`config.mk`:
```
export PLATFORM = sky130hd
export DESIGN_NAME = mts_cell
export DESIGN_NICKNAME = d
export VERILOG_FILES = /design/src/assert_macros.svh /design/src/mts_pkg.sv /design/src/mts_cell.sv
export SDC_FILE = /design/constraint.sdc
export NUM_CORES = 1
export LEC_CHECK = 0
export ABC_CLOCK_PERIOD_IN_PS = 5000
export BUFFER_PORTS_ARGS = -buffer_cell sky130_fd_sc_hd__buf_2
export CAP_MARGIN = 20
export CELL_PAD_IN_SITES_DETAIL_PLACEMENT = 1
export CELL_PAD_IN_SITES_GLOBAL_PLACEMENT = 1
export CORE_MARGIN = 8
export CORE_UTILIZATION = 37
export CTS_BUF_LIST = sky130_fd_sc_hd__clkbuf_4 sky130_fd_sc_hd__clkbuf_8
export DETAILED_ROUTE_END_ITERATION = 6
export HOLD_SLACK_MARGIN = 0.15
export PLACE_DENSITY_LB_ADDON = 0.1
export SYNTH_ARGS = -nofsm -noshare
export SYNTH_HDL_FRONTEND = slang
export SYNTH_SLANG_ARGS = --single-unit
export TNS_END_PERCENT = 5
```
`constraint.sdc`:
```
create_clock -name clk_i -period 5 [get_ports clk_i]
set_clock_uncertainty 0.2 [all_clocks]
set_input_delay 0.5 -clock clk_i [delete_from_list [all_inputs] [get_ports clk_i]]
set_output_delay 0.5 -clock clk_i [all_outputs]
set_load 0.05 [all_outputs]
```
`src/assert_macros.svh`:
```
// assertion macros used by min_tracking_stack
// no dependencies
`ifndef ASSERT_MACROS_SVH
`define ASSERT_MACROS_SVH

// property checked on every rising clock edge outside reset
`define ASSERT_RST(name, clk, rst_n, prop) \
  name: assert property (@(posedge clk) disable iff (!(rst_n)) (prop)) \
    else $error("assertion failed");

// property checked on every rising clock edge, reset included
`define ASSERT_ALWAYS(name, clk, prop) \
  name: assert property (@(posedge clk) (prop)) \
    else $error("assertion failed");

`endif

```
`src/mts_pkg.sv`:
```
// shared types and constants for the min tracking stack
// no dependencies
package mts_pkg;

  localparam int unsigned DEPTH      = 64;
  localparam int unsigned WORD_WIDTH = 32;
  localparam int unsigned CNT_W      = $clog2(DEPTH + 1);

  typedef logic signed [WORD_WIDTH-1:0] word_t;
  typedef logic [CNT_W-1:0]             count_t;

  typedef enum logic {
    CMD_PUSH = 1'b0,
    CMD_POP  = 1'b1
  } command_e;

  typedef enum logic [1:0] {
    ST_OK        = 2'd0,
    ST_UNDERFLOW = 2'd1,
    ST_OVERFLOW  = 2'd2
  } status_e;

  // shift controls broadcast to every cell
  typedef struct packed {
    logic data_push;
    logic data_pop;
    logic min_push;
    logic min_pop;
  } shift_ctrl_t;

endpackage

```
`src/mts_cell.sv`:
```
// one entry of the shift stack: a data word and a minimum word
// depends on mts_pkg
module mts_cell (
  input  logic                clk_i,
  input  mts_pkg::shift_ctrl_t ctrl_i,
  input  mts_pkg::word_t      data_above_i,
  input  mts_pkg::word_t      data_below_i,
  input  mts_pkg::word_t      min_above_i,
  input  mts_pkg::word_t      min_below_i,
  output mts_pkg::word_t      data_o,
  output mts_pkg::word_t      min_o
);

  mts_pkg::word_t data_q, data_d;
  mts_pkg::word_t min_q, min_d;

  // push takes the neighbor above, pop takes the neighbor below
  always_comb begin
    data_d = data_q;
    if (ctrl_i.data_push) begin
      data_d = data_above_i;
    end else if (ctrl_i.data_pop) begin
      data_d = data_below_i;
    end
    min_d = min_q;
    if (ctrl_i.min_push) begin
      min_d = min_above_i;
    end else if (ctrl_i.min_pop) begin
      min_d = min_below_i;
    end
  end

  // payload only, no reset
  always_ff @(posedge clk_i) begin
    data_q <= data_d;
    min_q  <= min_d;
  end

  assign data_o = data_q;
  assign min_o  = min_q;

endmodule

```
Word level (Yosys, flattened, before mapping)
Cells that the tools add are included.

word-level totals
  bits in registers = 64
  output and inout bits = 64
  word-level logic and storage cells = 8

cells by class
  mux-type cells = 4
  reduce and logical (&&, ||, !) cells = 2

operators with widths
  kind               count
  $mux 32            4
  $reduce_bool 2->1  2

Logic depth before layout (Yosys ltp)
  depth in word-level cells = 2
  gate-level depth with buffers = 3

Worst setup path before layout
Ideal clock, no wire load.

  path type = input to register
  from = in ctrl_i[3] (netlist bit)
  to = reg data_q[0], in the netlist data_o[0] (enable)
  setup time = 390 ps
  arrival = 1522 ps
  data required time = 4410 ps
  path slack = 2887 ps
  stages = 3
  cells stage by stage = buf_6 > buf_12 > or2_1

on the way
  longest elaborated chain between the ends = 1

RTL lines
  element                      RTL line        RTL
  from (decl)                  mts_cell.sv:5   input mts_pkg::shift_ctrl_t ctrl_i,
  $reduce_bool 2->1 (no line)  --
  to (signal assigned)         mts_cell.sv:35  data_q <= data_d;
  to (decl)                    mts_cell.sv:14  mts_pkg::word_t data_q, data_d;

Every way passes these cells.
A chain may end at the register's enable or synchronous reset.

Final worst setup path
  from = in ctrl_i[1] (netlist bit)
  to = reg min_q[17], in the netlist min_o[17] (enable)

on the way
  longest elaborated chain between the ends = 1

RTL lines
  element                      RTL line        RTL
  $reduce_bool 2->1 (no line)  --
  to (signal assigned)         mts_cell.sv:36  min_q <= min_d;
  to (decl)                    mts_cell.sv:15  mts_pkg::word_t min_q, min_d;

Every way passes these cells.

==> impl_metrics.ini <==
[worst_setup_path]
worst_ep_required_time_ns = 4.80
worstPathMaxFanout = 33
crit_path_start_kind = primary input
path_class = in -> reg
endpoint_kind = flop
crit_arrival_ns = 2.01
crit_path_start = ctrl_i[1]

[die]
num_rows = 33
dieArea_sq_um = 11300
die_w_microns = 106
initial_core_util_pct = 37.5
die_height_microns = 106
io_pins = 197
core_sq_um = 8050

[synth]
syn-num-nets = 271
ys_ff_latch = 64
yosysWarnings = 0
yosysSeqAreaShare_pct = 63.7
avgSynthCellArea_sq_um = 21.9
netlist_instances = 138
yosysUniqueCellTypes = 6
syn-cell-area_sq_um = 3020

[timing]
hold_violations = 0
final_max_slew_viol_count = 0
fin_crit_ns = 2.20
finalWorstSetupSlack_ns = 2.80
worstMarginPinSlew_ns = 1.02
fmax_mhz = 454
timing.hold.ws_ns = 0.263
fin_crit_sh_pct = 44.1
fin_setup_tns_ns = 0
rsz0062_at_grt = no
setup_violations = 0
max_slew_margin_pct = 31.9

[clock_network]
cts_hold_buffers = 0
clock_path_buffers = 2
cts_tree = yes
cts_buffers = 9
htreeDepth = 3
post_cts_buffers = 0
cts_root_buf = clkbuf_8
cts.sinks = 64
ctsResizeCount = 0
clkSlewWorstSetupHoldPaths_ns = 0.07

[routing]
drtPass1Iterations = 4
wl_microns = 8360
ant_nets = 0
drt_iter0_markers = 47
vias_per_cell = 4.45
via_count = 1996
drc = 0
wl_per_cell_microns = 18.6

[pwr]
p_switching_mw = 0.482
leakage_nw = 2.02
p_int_mw = 0.971
ir_drop_mv = 0.137
clkPwrFrac_pct = 24.8
p_comb_share_pct = 28.9
swShare_pct = 33.2
finalPower_mw = 1.45
power_density_nw_per_um2 = 349
seq_power_share_pct = 46.2

[global_routing]
grt_pass1_vias = 2286
antenna_found_initial = 0
grt_max_degree = 34
grt_overflow_total = 0
grt_pass1_wl_microns = 12400
grt_util_all_layers_pct = 14.5

[worst_hold_path]
worstHoldPathType = in -> reg
min_path_cells = 2
worstHoldStart = min_above_i[10]
min_to = min_o[10]$_DFFE_PP_

[place]
place.port_buffers = 196
place_ws_ns = 2.42
post-dp-hpwl_microns = 6900
gp_congestion = 0.739

[job]
drv_cap = 0

[final_layout]
num_antenna_cells = 0
utilization_pct = 51.6
final_layout_size_suffix_gt1_share_pct = 79.9
n_fill_cell = 863
fin_nets = 472
synthToLayoutAreaGrowth_pct = 37.9

[outcome]
outcome = completed
-- synthesized netlist by cell type (all sizes together) --
| master | instances | area (sq um) |
|---|---|---|
| mux2 | 64 | 938 |
| or2 | 2 | 12.5 |
| edfxtp | 64 | 1920 |
| buf | 8 | 143 |
-- layout by cell type (no fill, tap or decap) --
master	count
edfxtp_1	64
mux2_2	6
clkinv_1	3
clkbuf_4	1
clkbuf_8	9
buf_2	196
buf_4	2
clkinv_2	3
mux2_4	58
or2_1	2
-- metal layers --
layer	GRT usage [%]	vias up	wire length, microns
met5	0	-	0
met4	5.83	0	143
met3	7.02	11	940
met2	25.4	114	4420
met1	14.3	931	2860
li1	-	940	-
-- stage by stage --
stage / cell area (sq um) / cells
6_report: 4160 / 449
3_3_place_gp: 4000 / 433
2_1_floorplan: 3020 / 138
3_5_place_dp: 4000 / 433
4_1_cts: 4160 / 449
5_1_grt: 4160 / 449
-- flip-flops by register name (all words and copies together), names as in the netlist --
name    cells
data_o     32
min_o      32
-- worst max-delay path, stage by stage --
cell and delay (ns):
buf_2 0.71, or2_1 0.39, buf_4 0.38
-- power groups by stage --
| stage | combinational, mW | sequential [mW] | clock [mW] |
|---|---|---|---|
| 6_report | 0.420 | 0.672 | 0.361 |
| 5_1_grt | 0.439 | 0.678 | 0.392 |
| 4_1_cts | 0.426 | 0.673 | 0.376 |
| 3_5_place_dp | 0.425 | 0.684 | 0 |
| 3_3_place_gp | 0.421 | 0.681 | 0 |
| 2_1_floorplan | 0.0950 | 0.898 | 0 |
-- area by class of cell --
| type | count | area [sq um] | share of cell area (%) |
|---|---|---|---|
| clock buffer | 10 | 131 | 3.16 |
| clock inverter | 6 | 26.3 | 0.632 |
| multi-input combinational | 66 | 951 | 22.9 |
| sequential | 64 | 1920 | 46.2 |
| tap | 105 | 131 | 3.16 |
| timing repair buffer | 198 | 996 | 24.0 |
-- kinds of logic (layout without fill, tap and decap cells) --
| kind of cell | Yosys count | count (layout) | synth area share (%) |
|---|---|---|---|
| buffers and inverters | 8 | 214 | 4.73 |
| DFF | 64 | 64 | 63.7 |
| muxes | 64 | 64 | 31.1 |
| and+or+nand+nor | 2 | 2 | 0.415 |
-- worst max-delay path by stage --
stage	endpoint	slack (ns)	depth (start not counted)
finish	min_o[17]$_DFFE_PP_	2.80	3
global placement	min_o[21]$_DFFE_PP_	2.44	3
floorplan	data_o[0]$_DFFE_PP_	2.89	3
CTS	min_o[18]$_DFFE_PP_	2.78	3
detailed placement	min_o[13]$_DFFE_PP_	2.42	3
global route	min_o[19]$_DFFE_PP_	2.69	3
(Power assumes the default switching activity.)
